===== src/rtl/utf8v_pkg.sv =====
package utf8v_pkg;

	localparam int unsigned CpW = 21;

	localparam logic [CpW-1:0] CpMax       = 21'h10FFFF;
	localparam logic [CpW-1:0] SurrLo      = 21'h00D800;
	localparam logic [CpW-1:0] SurrHi      = 21'h00DFFF;
	localparam logic [CpW-1:0] OneByteMax  = 21'h00007F;
	localparam logic [CpW-1:0] TwoByteMax  = 21'h0007FF;
	localparam logic [CpW-1:0] ThreeByteMax = 21'h00FFFF;
	localparam logic [CpW-1:0] C0End       = 21'h000020;
	localparam logic [CpW-1:0] DelCode     = 21'h00007F;
	localparam logic [CpW-1:0] C1Max       = 21'h00009F;

	localparam logic [2:0] Len1 = 3'd1;
	localparam logic [2:0] Len2 = 3'd2;
	localparam logic [2:0] Len3 = 3'd3;
	localparam logic [2:0] Len4 = 3'd4;

	typedef struct packed {
		logic [1:0]     bytes_remaining;
		logic [2:0]     sequence_length;
		logic [CpW-1:0] code_accum;
		logic           error_seen;
		logic           control_seen;
	} dec_state_t;

	typedef struct packed {
		logic invalid;
		logic has_control;
		logic message_done;
	} verdict_t;

	localparam dec_state_t StateClear = '0;

endpackage


===== src/rtl/utf8v_in_if.sv =====
interface utf8v_in_if;
	logic       valid;
	logic       ready;
	logic [7:0] data_byte;
	logic       is_last;

	modport source (output valid, output data_byte, output is_last, input ready);
	modport sink (input valid, input data_byte, input is_last, output ready);
endinterface


===== src/rtl/utf8v_out_if.sv =====
interface utf8v_out_if;
	logic valid;
	logic ready;
	logic invalid;
	logic has_control;
	logic message_done;

	modport source (output valid, output invalid, output has_control, output message_done,
		input ready);
	modport sink (input valid, input invalid, input has_control, input message_done,
		output ready);
endinterface


===== src/rtl/utf8v_step.sv =====
module utf8v_step
	import utf8v_pkg::*;
(
	input  dec_state_t cur,
	input  logic [7:0] data_byte,
	input  logic       is_last,
	output dec_state_t nxt,
	output verdict_t   verdict
);

	function automatic logic cp_ok(input logic [CpW-1:0] cp, input logic [2:0] len);
		logic ok;
		begin
			if (cp > CpMax) begin
				ok = 1'b0;
			end else if (cp >= SurrLo && cp <= SurrHi) begin
				ok = 1'b0;
			end else if (cp <= OneByteMax) begin
				ok = (len == Len1);
			end else if (cp <= TwoByteMax) begin
				ok = (len == Len2);
			end else if (cp <= ThreeByteMax) begin
				ok = (len == Len3);
			end else begin
				ok = (len == Len4);
			end
			return ok;
		end
	endfunction

	function automatic logic is_ctrl(input logic [CpW-1:0] cp);
		return (cp < C0End) || (cp >= DelCode && cp <= C1Max);
	endfunction

	logic [CpW-1:0] shifted;
	logic [1:0]     rem_dec;

	always_comb begin
		shifted = {cur.code_accum[CpW-7:0], data_byte[5:0]};
		rem_dec = cur.bytes_remaining - 2'd1;
		nxt     = cur;
		if (!cur.error_seen) begin
			if (cur.bytes_remaining == 2'd0) begin
				if (data_byte[7] == 1'b0) begin
					nxt.sequence_length = Len1;
					nxt.code_accum      = {{(CpW-8){1'b0}}, data_byte};
					if (!cp_ok(nxt.code_accum, Len1)) begin
						nxt.error_seen = 1'b1;
					end else if (is_ctrl(nxt.code_accum)) begin
						nxt.control_seen = 1'b1;
					end
				end else if (data_byte[7:5] == 3'b110) begin
					nxt.sequence_length = Len2;
					nxt.bytes_remaining = 2'd1;
					nxt.code_accum      = {{(CpW-5){1'b0}}, data_byte[4:0]};
				end else if (data_byte[7:4] == 4'b1110) begin
					nxt.sequence_length = Len3;
					nxt.bytes_remaining = 2'd2;
					nxt.code_accum      = {{(CpW-4){1'b0}}, data_byte[3:0]};
				end else if (data_byte[7:3] == 5'b11110) begin
					nxt.sequence_length = Len4;
					nxt.bytes_remaining = 2'd3;
					nxt.code_accum      = {{(CpW-3){1'b0}}, data_byte[2:0]};
				end else begin
					nxt.error_seen = 1'b1;
				end
			end else if (data_byte[7:6] != 2'b10) begin
				nxt.error_seen = 1'b1;
			end else begin
				nxt.code_accum      = shifted;
				nxt.bytes_remaining = rem_dec;
				if (rem_dec == 2'd0) begin
					if (!cp_ok(shifted, cur.sequence_length)) begin
						nxt.error_seen = 1'b1;
					end else if (is_ctrl(shifted)) begin
						nxt.control_seen = 1'b1;
					end
				end
			end
			if (is_last && nxt.bytes_remaining != 2'd0) begin
				nxt.error_seen = 1'b1;
			end
		end
		verdict.invalid      = nxt.error_seen;
		verdict.has_control  = nxt.control_seen;
		verdict.message_done = is_last;
		if (is_last) begin
			nxt = StateClear;
		end
	end

endmodule


===== src/rtl/utf8_validator_ctrl_detect_core.sv =====
// The result beat of an accepted input beat is valid in the cycle after acceptance.
// Throughput: one byte per cycle unless stalled; decode state updates on acceptance.
// A stalled result beat holds the input off until downstream takes it.
// Reset: arst_n clears the decode state and the result valid at once; no clearing pass.
module utf8_validator_ctrl_detect_core
	import utf8v_pkg::*;
(
	input logic        clk,
	input logic        arst_n,
	utf8v_in_if.sink   din,
	utf8v_out_if.source dout
);

	dec_state_t state_q;
	dec_state_t state_nxt;
	verdict_t   verdict;
	verdict_t   result_q;
	logic       valid_q;
	logic       take;

	utf8v_step u_step (
		.cur       (state_q),
		.data_byte (din.data_byte),
		.is_last   (din.is_last),
		.nxt       (state_nxt),
		.verdict   (verdict)
	);

	assign din.ready = !valid_q || dout.ready;
	assign take      = din.valid && din.ready;

	always_ff @(posedge clk or negedge arst_n) begin
		if (!arst_n) begin
			state_q <= StateClear;
			valid_q <= 1'b0;
		end else begin
			if (take) begin
				state_q <= state_nxt;
				valid_q <= 1'b1;
			end else if (dout.ready) begin
				valid_q <= 1'b0;
			end
		end
	end

	always_ff @(posedge clk) begin
		if (take) begin
			result_q <= verdict;
		end
	end

	assign dout.valid        = valid_q;
	assign dout.invalid      = result_q.invalid;
	assign dout.has_control  = result_q.has_control;
	assign dout.message_done = result_q.message_done;

endmodule


===== src/flat_wrapper.sv =====
// flat-port wrapper written by rule: the top's interface ports become plain ports
module utf8_validator_ctrl_detect_core_flat import utf8v_pkg::*;
  (clk, arst_n, din_valid, din_data_byte, din_is_last, din_ready, dout_valid, dout_invalid, dout_has_control, dout_message_done, dout_ready);
  utf8v_in_if din_i ();
  utf8v_out_if dout_i ();
  input logic clk;
  input logic arst_n;
  input wire logic [$bits(din_i.valid)-1:0] din_valid;
  input wire logic [$bits(din_i.data_byte)-1:0] din_data_byte;
  input wire logic [$bits(din_i.is_last)-1:0] din_is_last;
  output wire logic [$bits(din_i.ready)-1:0] din_ready;
  output wire logic [$bits(dout_i.valid)-1:0] dout_valid;
  output wire logic [$bits(dout_i.invalid)-1:0] dout_invalid;
  output wire logic [$bits(dout_i.has_control)-1:0] dout_has_control;
  output wire logic [$bits(dout_i.message_done)-1:0] dout_message_done;
  input wire logic [$bits(dout_i.ready)-1:0] dout_ready;
  assign din_i.valid = din_valid;
  assign din_i.data_byte = din_data_byte;
  assign din_i.is_last = din_is_last;
  assign din_ready = din_i.ready;
  assign dout_valid = dout_i.valid;
  assign dout_invalid = dout_i.invalid;
  assign dout_has_control = dout_i.has_control;
  assign dout_message_done = dout_i.message_done;
  assign dout_i.ready = dout_ready;
  utf8_validator_ctrl_detect_core u_core (.clk(clk), .arst_n(arst_n), .din(din_i), .dout(dout_i));
endmodule

===== config.mk =====
export PLATFORM = sky130hd
export DESIGN_NAME = utf8_validator_ctrl_detect_core_flat
export DESIGN_NICKNAME = d
export VERILOG_FILES = /design/src/rtl/utf8v_pkg.sv /design/src/rtl/utf8v_in_if.sv /design/src/rtl/utf8v_out_if.sv /design/src/rtl/utf8v_step.sv /design/src/rtl/utf8_validator_ctrl_detect_core.sv /design/src/flat_wrapper.sv
export SDC_FILE = /design/constraint.sdc
export NUM_CORES = 1
export LEC_CHECK = 0
export ABC_AREA = 1
export BUFFER_PORTS_ARGS = -buffer_cell sky130_fd_sc_hd__buf_2
export CORE_UTILIZATION = 58
export DETAILED_ROUTE_END_ITERATION = 12
export HOLD_SLACK_MARGIN = 0.03
export PLACE_DENSITY = 0.79
export SETUP_SLACK_MARGIN = 0.2
export SYNTH_ARGS = -nofsm -noshare
export SYNTH_HDL_FRONTEND = slang
export SYNTH_SLANG_ARGS = --single-unit
export TNS_END_PERCENT = 30

===== constraint.sdc =====
create_clock -name clk -period 2.2 [get_ports clk]
set_clock_uncertainty 0.05 [all_clocks]
set_input_delay 0.11 -clock clk [delete_from_list [all_inputs] [get_ports clk]]
set_output_delay 0.11 -clock clk [all_outputs]
set_load 0.01 [all_outputs]

==> impl_metrics.py, run 1 <==
metrics = {
    "timing": {
        "worst_pin_slew_ns": 0.5264,
        "finalCriticalPeriod_ns": 1.848,
        "fin_crit_sh_pct": 83.99,
        "setup_ws_ns": 0.3522,
        "setup_viol": 0,
        "finalMaxSlewViolations": 0,
        "finalHoldViolCount": 0,
        "rsz0062_at_grt": "false",
        "max_freq_mhz": 541.2,
        "maxSlewHeadroom_pct": 64.91,
        "setup_tns_ns": 0,
    },
    "clock_tree": {
        "h-tree-depth": 1,
        "clock_latency_ns": 0.33,
        "cts_buffers": 3,
        "cts_root_buf": "clkbuf_4",
        "clockBufferDepth": 2,
        "clkSinkCount": 26,
        "cts.reportedPaths.clkPinSlew_ns": 0.14,
        "tritoncts": "built",
        "cts_setup_buffers": 0,
    },
    "finish": {
        "drive_gt1_share_pct": 18.70,
        "nets": 262,
        "diodes": 0,
        "mostFrequentLayoutCells": "nand2_1 (58), inv_1 (31), dfrtp_1 (23), nor2_1 (20), buf_2 (17)",
        "syn_to_final_growth_pct": 12.90,
        "fin_cells": 276,
        "layout_commonest_cell": "nand2_1",
    },
    "yosys": {
        "synth_top_flop_cell": "dfrtp_1",
        "synth-async-reset-ratio_pct": 88.46,
        "synth-edff-count": 3,
        "ys_seq_area_share_pct": 41.08,
        "synth_fp_nets": 236,
        "synth-seq-cells": 26,
        "ys.warnings.count": 0,
        "syn_inst": 221,
        "synth_area_um2": 1620,
        "yosysUniqueCellTypes": 32,
        "syn_area_per_cell_um2": 7.332,
    },
    "die": {
        "die_h_um": 54.86,
        "design.core.area_um2": 2567,
        "ioPinCount": 18,
        "initial_core_util_pct": 63.11,
        "rows": 18,
        "die_w_um": 54.86,
        "die_area_um2": 3009,
    },
    "critical_path": {
        "critical_path_class": "flip-flop to flip-flop",
        "cp-startpoint": "u_core.state_q[27]$_DFFE_PN0P_",
        "cp-start-kind": "flip-flop",
        "r2r_slack_ns": 0.35,
        "r2r-start": "u_core.state_q[27]$_DFFE_PN0P_",
        "critPathArrivalTime_ns": 2.02,
        "end_kind": "flip-flop",
        "cp.required_ns": 2.37,
        "cp_max_fo": 17,
    },
    "pwr": {
        "p_int_w": 0.0009419,
        "p_leak_nw": 0.9182,
        "p_comb_share_pct": 49.6,
        "p_sw_share_pct": 44.26,
        "power_density_nw_per_um2": 923.8,
        "power.total_w": 0.001690,
        "ir_worst_vdd_mv": 0.7150,
        "p_switching_w": 0.0007480,
        "pwr-share-clk_pct": 12.6,
        "pwr-share-seq_pct": 37.8,
    },
    "placed_design": {
        "io_buffers": 17,
        "globalplace.congestion": 0.9456,
        "dpl.cell_count": 265,
        "hpwlAfterDp_um": 2732,
        "pre_cts_slack_ns": 0.1786,
    },
    "drt": {
        "postRouteAntennaNets": 0,
        "dr.pass1.iters": 5,
        "route.detailed.drc": 0,
        "wl_per_cell_um": 13.12,
        "num_vias": 1542,
        "via_per_inst": 5.587,
        "wl_um": 3621,
        "first_iter_violations": 66,
    },
    "global_route": {
        "grt_usage_pct": 28.07,
        "antenna_found_initial": 0,
        "grt_pass1_wl_um": 5961,
        "grt_pass1_vias": 1420,
        "grt_start_max_net_pins": 24,
        "globalRouteOverflowTotal": 0,
    },
    "run_status": {
        "run_status": "finished, final reports clean",
    },
    "worst_hold_path": {
        "hold_class": "input port to flip-flop",
        "hp-start": "din_data_byte[4]",
    },
    "flow_run": {
        "drv_cap": 0,
    },
}
[layout make-up]
class	count	area (µm²)
Clock buffer	3	22.52
Fill cell	219	738.2
Clock inverter	1	3.754
Tap cell	30	37.54
Sequential cell	26	665.6
Inverter	37	141.4
Timing Repair Buffer	24	155.1
Multi-Input combinational cell	155	803.3
[sequential cells by signal (all words and copies together) (netlist names)]
| signal | count |
|---|---|
| u_core.dout.invalid | 1 |
| u_core.dout.message_done | 1 |
| u_core.state_q | 22 |
| u_core.dout.valid | 1 |
| u_core.dout.has_control | 1 |
[synthesized netlist by cell type, types with 2 or more instances]
library cell   n  area (µm²)
nor2_1        20       75.07
edfxtp_1       3       90.09
dfrtp_1       23       575.6
nand2_2        5       31.28
nor2_2         5       31.28
o22ai_1        4       25.02
a21oi_1        6       30.03
ha_1           2       25.02
inv_2          4       15.01
o21ai_0        4       20.02
nand3b_1       2       15.01
inv_1         32       120.1
o21ai_1       15       75.07
nand4_1        2       12.51
nor2_4         3       33.78
buf_4          2       15.01
o41ai_1        2       17.52
nand3_1       16       80.08
nand2_1       58       217.7
[kinds of logic (layout without fill, tap and decap cells)]
group	count (synthesis)	in the layout	synth area share [%]
simple gates	116	116	33.74
buf+inv	40	65	10.35
compound gates	37	37	13.28
flops	26	26	41.08
fa+ha+maj	2	2	1.544
[critical path, stage by stage, from the launching register on]
cell	delay (ns)
dfrtp_1	0.42
inv_1	0.13
ha_4	0.21
nand2_1	0.14
nor2_4	0.15
nand2_2	0.06
nand2_1	0.07
nand2_2	0.06
nand2_4	0.17
inv_4	0.10
nand3_1	0.10
o21ai_1	0.08
[routing by layer]
layer | wire length, µm | vias up | global-route usage, % | part of all wire [%]
met4 | 34 | 0 | 8.120 | 0.94
met2 | 1676 | 76 | 47.39 | 46
met5 | 0 | - | 0 | 0
met1 | 1645 | 699 | 36.64 | 45
met3 | 264 | 7 | 4.167 | 7.3
li1 | - | 760 | - | -
[what timing repair did]
action / in CTS / in global routing
pin swaps: 0 / 0
resized for setup: 1 / 3
hold buffers: 7 / 0
hold endpoints to repair: 28 / 0
endpoints found under the setup margin: 5 / 10
[through the flow]
| step | instance area, µm² | hold WS [ns] | utilization, % |
|---|---|---|---|
| 2_1_floorplan | 1620 | -0.2356 | - |
| 3_3_place_gp | 1717 | 0.05509 | 66.86 |
| 3_5_place_dp | 1717 | 0.06529 | 66.86 |
| 4_1_cts | 1815 | 0.04495 | 70.71 |
| 5_1_grt | 1829 | 0.07157 | 71.25 |
| 6_report | 1829 | 0.04515 | 71.25 |
[worst paths after layout]
path | endpoint | cells after the start
max in group asynchronous | u_core.state_q[14]$_DFFE_PN0P_ | 2
worst min register to register | u_core.state_q[6]$_DFFE_PN0P_ | 2
worst min-delay path | u_core.state_q[6]$_DFFE_PN0P_ | 3
worst max-delay path | u_core.state_q[15]$_DFFE_PN0P_ | 11
min in group asynchronous | u_core.state_q[15]$_DFFE_PN0P_ | 2
worst max register to register | u_core.state_q[15]$_DFFE_PN0P_ | 11
[power by group through the flow]
| stage | clock network (W) | logic [W] | registers (W) |
|---|---|---|---|
| 6_report | 0.000212 | 0.000838 | 0.000639 |
| 5_1_grt | 0.000226 | 0.000969 | 0.000651 |
| 4_1_cts | 0.000215 | 0.000802 | 0.000636 |
| 3_5_place_dp | 0 | 0.000782 | 0.000646 |
| 3_3_place_gp | 0 | 0.000766 | 0.000643 |
| 2_1_floorplan | 0 | 0.000631 | 0.000633 |
(Power assumes the default switching activity.)
==> run 2: changes to the inputs <==
==> constraint.sdc (replaced) <==
create_clock -name clk -period 1.9 [get_ports clk]
set_clock_uncertainty 0.05 [all_clocks]
set_input_delay 0.095 -clock clk [delete_from_list [all_inputs] [get_ports clk]]
set_output_delay 0.095 -clock clk [all_outputs]
set_load 0.01 [all_outputs]
==> run 2 against run 1 <==
  * Die area is the same
  * Design area grew 6.6%
  * Non-clock buffer count grew 10
  * Count of clock-buffer cells in the layout grew 1
  * Critical path type unchanged
  * Largest cell class unchanged
==> impl_metrics.py, run 2 (synthesized netlist as in run 1, its figures left out) <==
metrics = {
    "finish": {
        "regMostFlops": "u_core.state_q",
        "drive_gt1_share_pct": 25.00,
        "nets": 272,
        "diodes": 0,
        "largest_reg_flops": 22,
        "syn_to_final_growth_pct": 20.39,
        "layout_commonest_cell": "nand2_1",
        "mostFrequentLayoutCells": "nand2_1 (54), inv_1 (30), dfrtp_1 (22), nor2_1 (20), buf_2 (17)",
    },
    "pwr": {
        "power.total_w": 0.002129,
        "ir_worst_vdd_mv": 0.9210,
        "p_int_w": 0.001204,
        "pwr-share-clk_pct": 13.6,
        "p_sw_share_pct": 43.45,
        "pwr-share-seq_pct": 34.7,
        "power_density_nw_per_um2": 1092,
        "p_switching_w": 0.0009252,
        "p_comb_share_pct": 51.7,
        "p_leak_nw": 0.9761,
    },
    "global_route": {
        "grt_start_max_net_pins": 24,
        "grt_usage_pct": 28.82,
        "antenna_found_initial": 0,
        "globalRouteOverflowTotal": 0,
        "grt_pass1_vias": 1468,
        "grt_pass1_wl_um": 6078,
    },
    "critical_path": {
        "crit_slowest_cell": "dfrtp_1",
        "critPathArrivalTime_ns": 1.80,
        "end_kind": "flip-flop",
        "cpPeakStageDelay_ns": 0.43,
        "cp-start-kind": "flip-flop",
        "cp.required_ns": 1.96,
        "cp_max_fo": 5,
        "cp-startpoint": "u_core.state_q[16]$_DFFE_PN0P_",
        "critical_path_class": "flip-flop to flip-flop",
        "cp.buffers_inverters": 1,
        "crit_family": "simple AND/OR/NAND/NOR gates",
        "crit_chain": "nor2_1, nand2_2, nor2_4, nand2_2, nand2_1, nand3_1, nand3_2, nor2_1, nand2_1, nand2_1, nand2_2, inv_1",
        "r2r-start": "u_core.state_q[16]$_DFFE_PN0P_",
    },
    "run_status": {
        "run_status": "finished, final reports clean",
    },
    "die": {
        "rows": 18,
        "design.core.area_um2": 2567,
        "die_h_um": 54.86,
        "ioPinCount": 18,
        "die_area_um2": 3009,
        "initial_core_util_pct": 63.11,
        "die_w_um": 54.86,
    },
    "timing": {
        "finalHoldViolCount": 0,
        "max_freq_mhz": 573.2,
        "finalCriticalPeriod_ns": 1.745,
        "rsz0062_at_grt": "true",
        "fin_crit_sh_pct": 91.82,
        "maxSlewHeadroom_pct": 64.70,
        "finalMaxSlewViolations": 0,
        "setup_viol": 0,
        "setup_tns_ns": 0,
        "worst_pin_slew_ns": 0.5295,
    },
    "placed_design": {
        "io_buffers": 17,
        "globalplace.congestion": 0.9113,
        "hpwlAfterDp_um": 2861,
    },
    "drt": {
        "wl_per_cell_um": 13.84,
        "via_per_inst": 5.545,
        "route.detailed.drc": 0,
        "postRouteAntennaNets": 0,
        "wl_um": 3957,
        "num_vias": 1586,
        "dr.pass1.iters": 4,
        "first_iter_violations": 51,
    },
    "clock_tree": {
        "cts_buffers": 3,
        "clock_latency_ns": 0.33,
        "cts.reportedPaths.clkPinSlew_ns": 0.15,
        "clkSinkCount": 26,
        "tritoncts": "built",
        "clockBufferDepth": 2,
        "h-tree-depth": 1,
        "cts_root_buf": "clkbuf_4",
    },
    "worst_hold_path": {
        "hp-start": "din_data_byte[3]",
        "hold_class": "input port to flip-flop",
    },
    "flow_run": {
        "drv_cap": 0,
    },
}
==> run 2: tightest hold or removal path: cells and delay by family <==
kind / cells / cell delay [ns]
AOI/OAI and AO/OA: 1 / 0.11
buffers and inverters: 2 / 0.22
==> run 2: area by class of cell <==
| class | count | area [µm²] |
|---|---|---|
| tap | 30 | 37.54 |
| clock buffer | 4 | 36.28 |
| inverter | 37 | 141.4 |
| sequential | 26 | 666.9 |
| fill | 196 | 616.8 |
| timing repair buffer | 34 | 232.7 |
| multi-input combinational | 155 | 835.8 |
==> run 2: power groups by stage <==
stage	clock, W	combinational, W	sequential [W]
3_5_place_dp	0	0.000926	0.000750
2_1_floorplan	0	0.000735	0.000733
6_report	0.000290	0.00110	0.000739
5_1_grt	0.000316	0.00124	0.000751
4_1_cts	0.000297	0.00100	0.000736
3_3_place_gp	0	0.000910	0.000745
==> run 2: worst paths after layout <==
kind	end	slack [ns]	cells past startpoint
min in group asynchronous	u_core.state_q[15]$_DFFE_PN0P_	0.19	2
worst max register to register	u_core.dout.has_control$_DFFE_PP_	0.16	12
max in group asynchronous	u_core.state_q[8]$_DFFE_PN0P_	1.23	2
worst min-delay path	u_core.state_q[5]$_DFFE_PN0P_	0.06	3
worst min register to register	u_core.state_q[14]$_DFFE_PN0P_	0.49	2
worst max-delay path	u_core.dout.has_control$_DFFE_PP_	0.16	12
==> run 2: timing repair <==
item                       in CTS  in global routing
hold buffers                    8                  0
resized for setup               6                  7
pin swaps                       2                  8
setup buffers                   3                  3
setup endpoints to repair      11                 13
hold endpoints to repair       29                  0
==> run 2: per-layer routing <==
layer  vias up  wire length (µm)  global-route usage [%]
li1        785                 -                       -
met1       742              1852                   37.07
met2        54              1873                   48.19
met3         5               188                   4.167
met4         0                43                   10.68
met5         -                 0                       0
==> run 2: through the flow <==
step | std cells | cell area (µm²) | hold WS (ns) | util [%] | setup WS, ns
finish | 286 | 1951 | 0.05660 | 75.97 | 0.1554
global placement | 268 | 1742 | 0.03715 | 67.84 | 0.1471
global route | 286 | 1951 | 0.06451 | 75.97 | 0.02560
CTS | 283 | 1906 | 0.03162 | 74.22 | 0.1962
detailed placement | 268 | 1742 | 0.05633 | 67.84 | 0.1152
floorplan | 221 | 1623 | -0.2506 | - | 0.2299
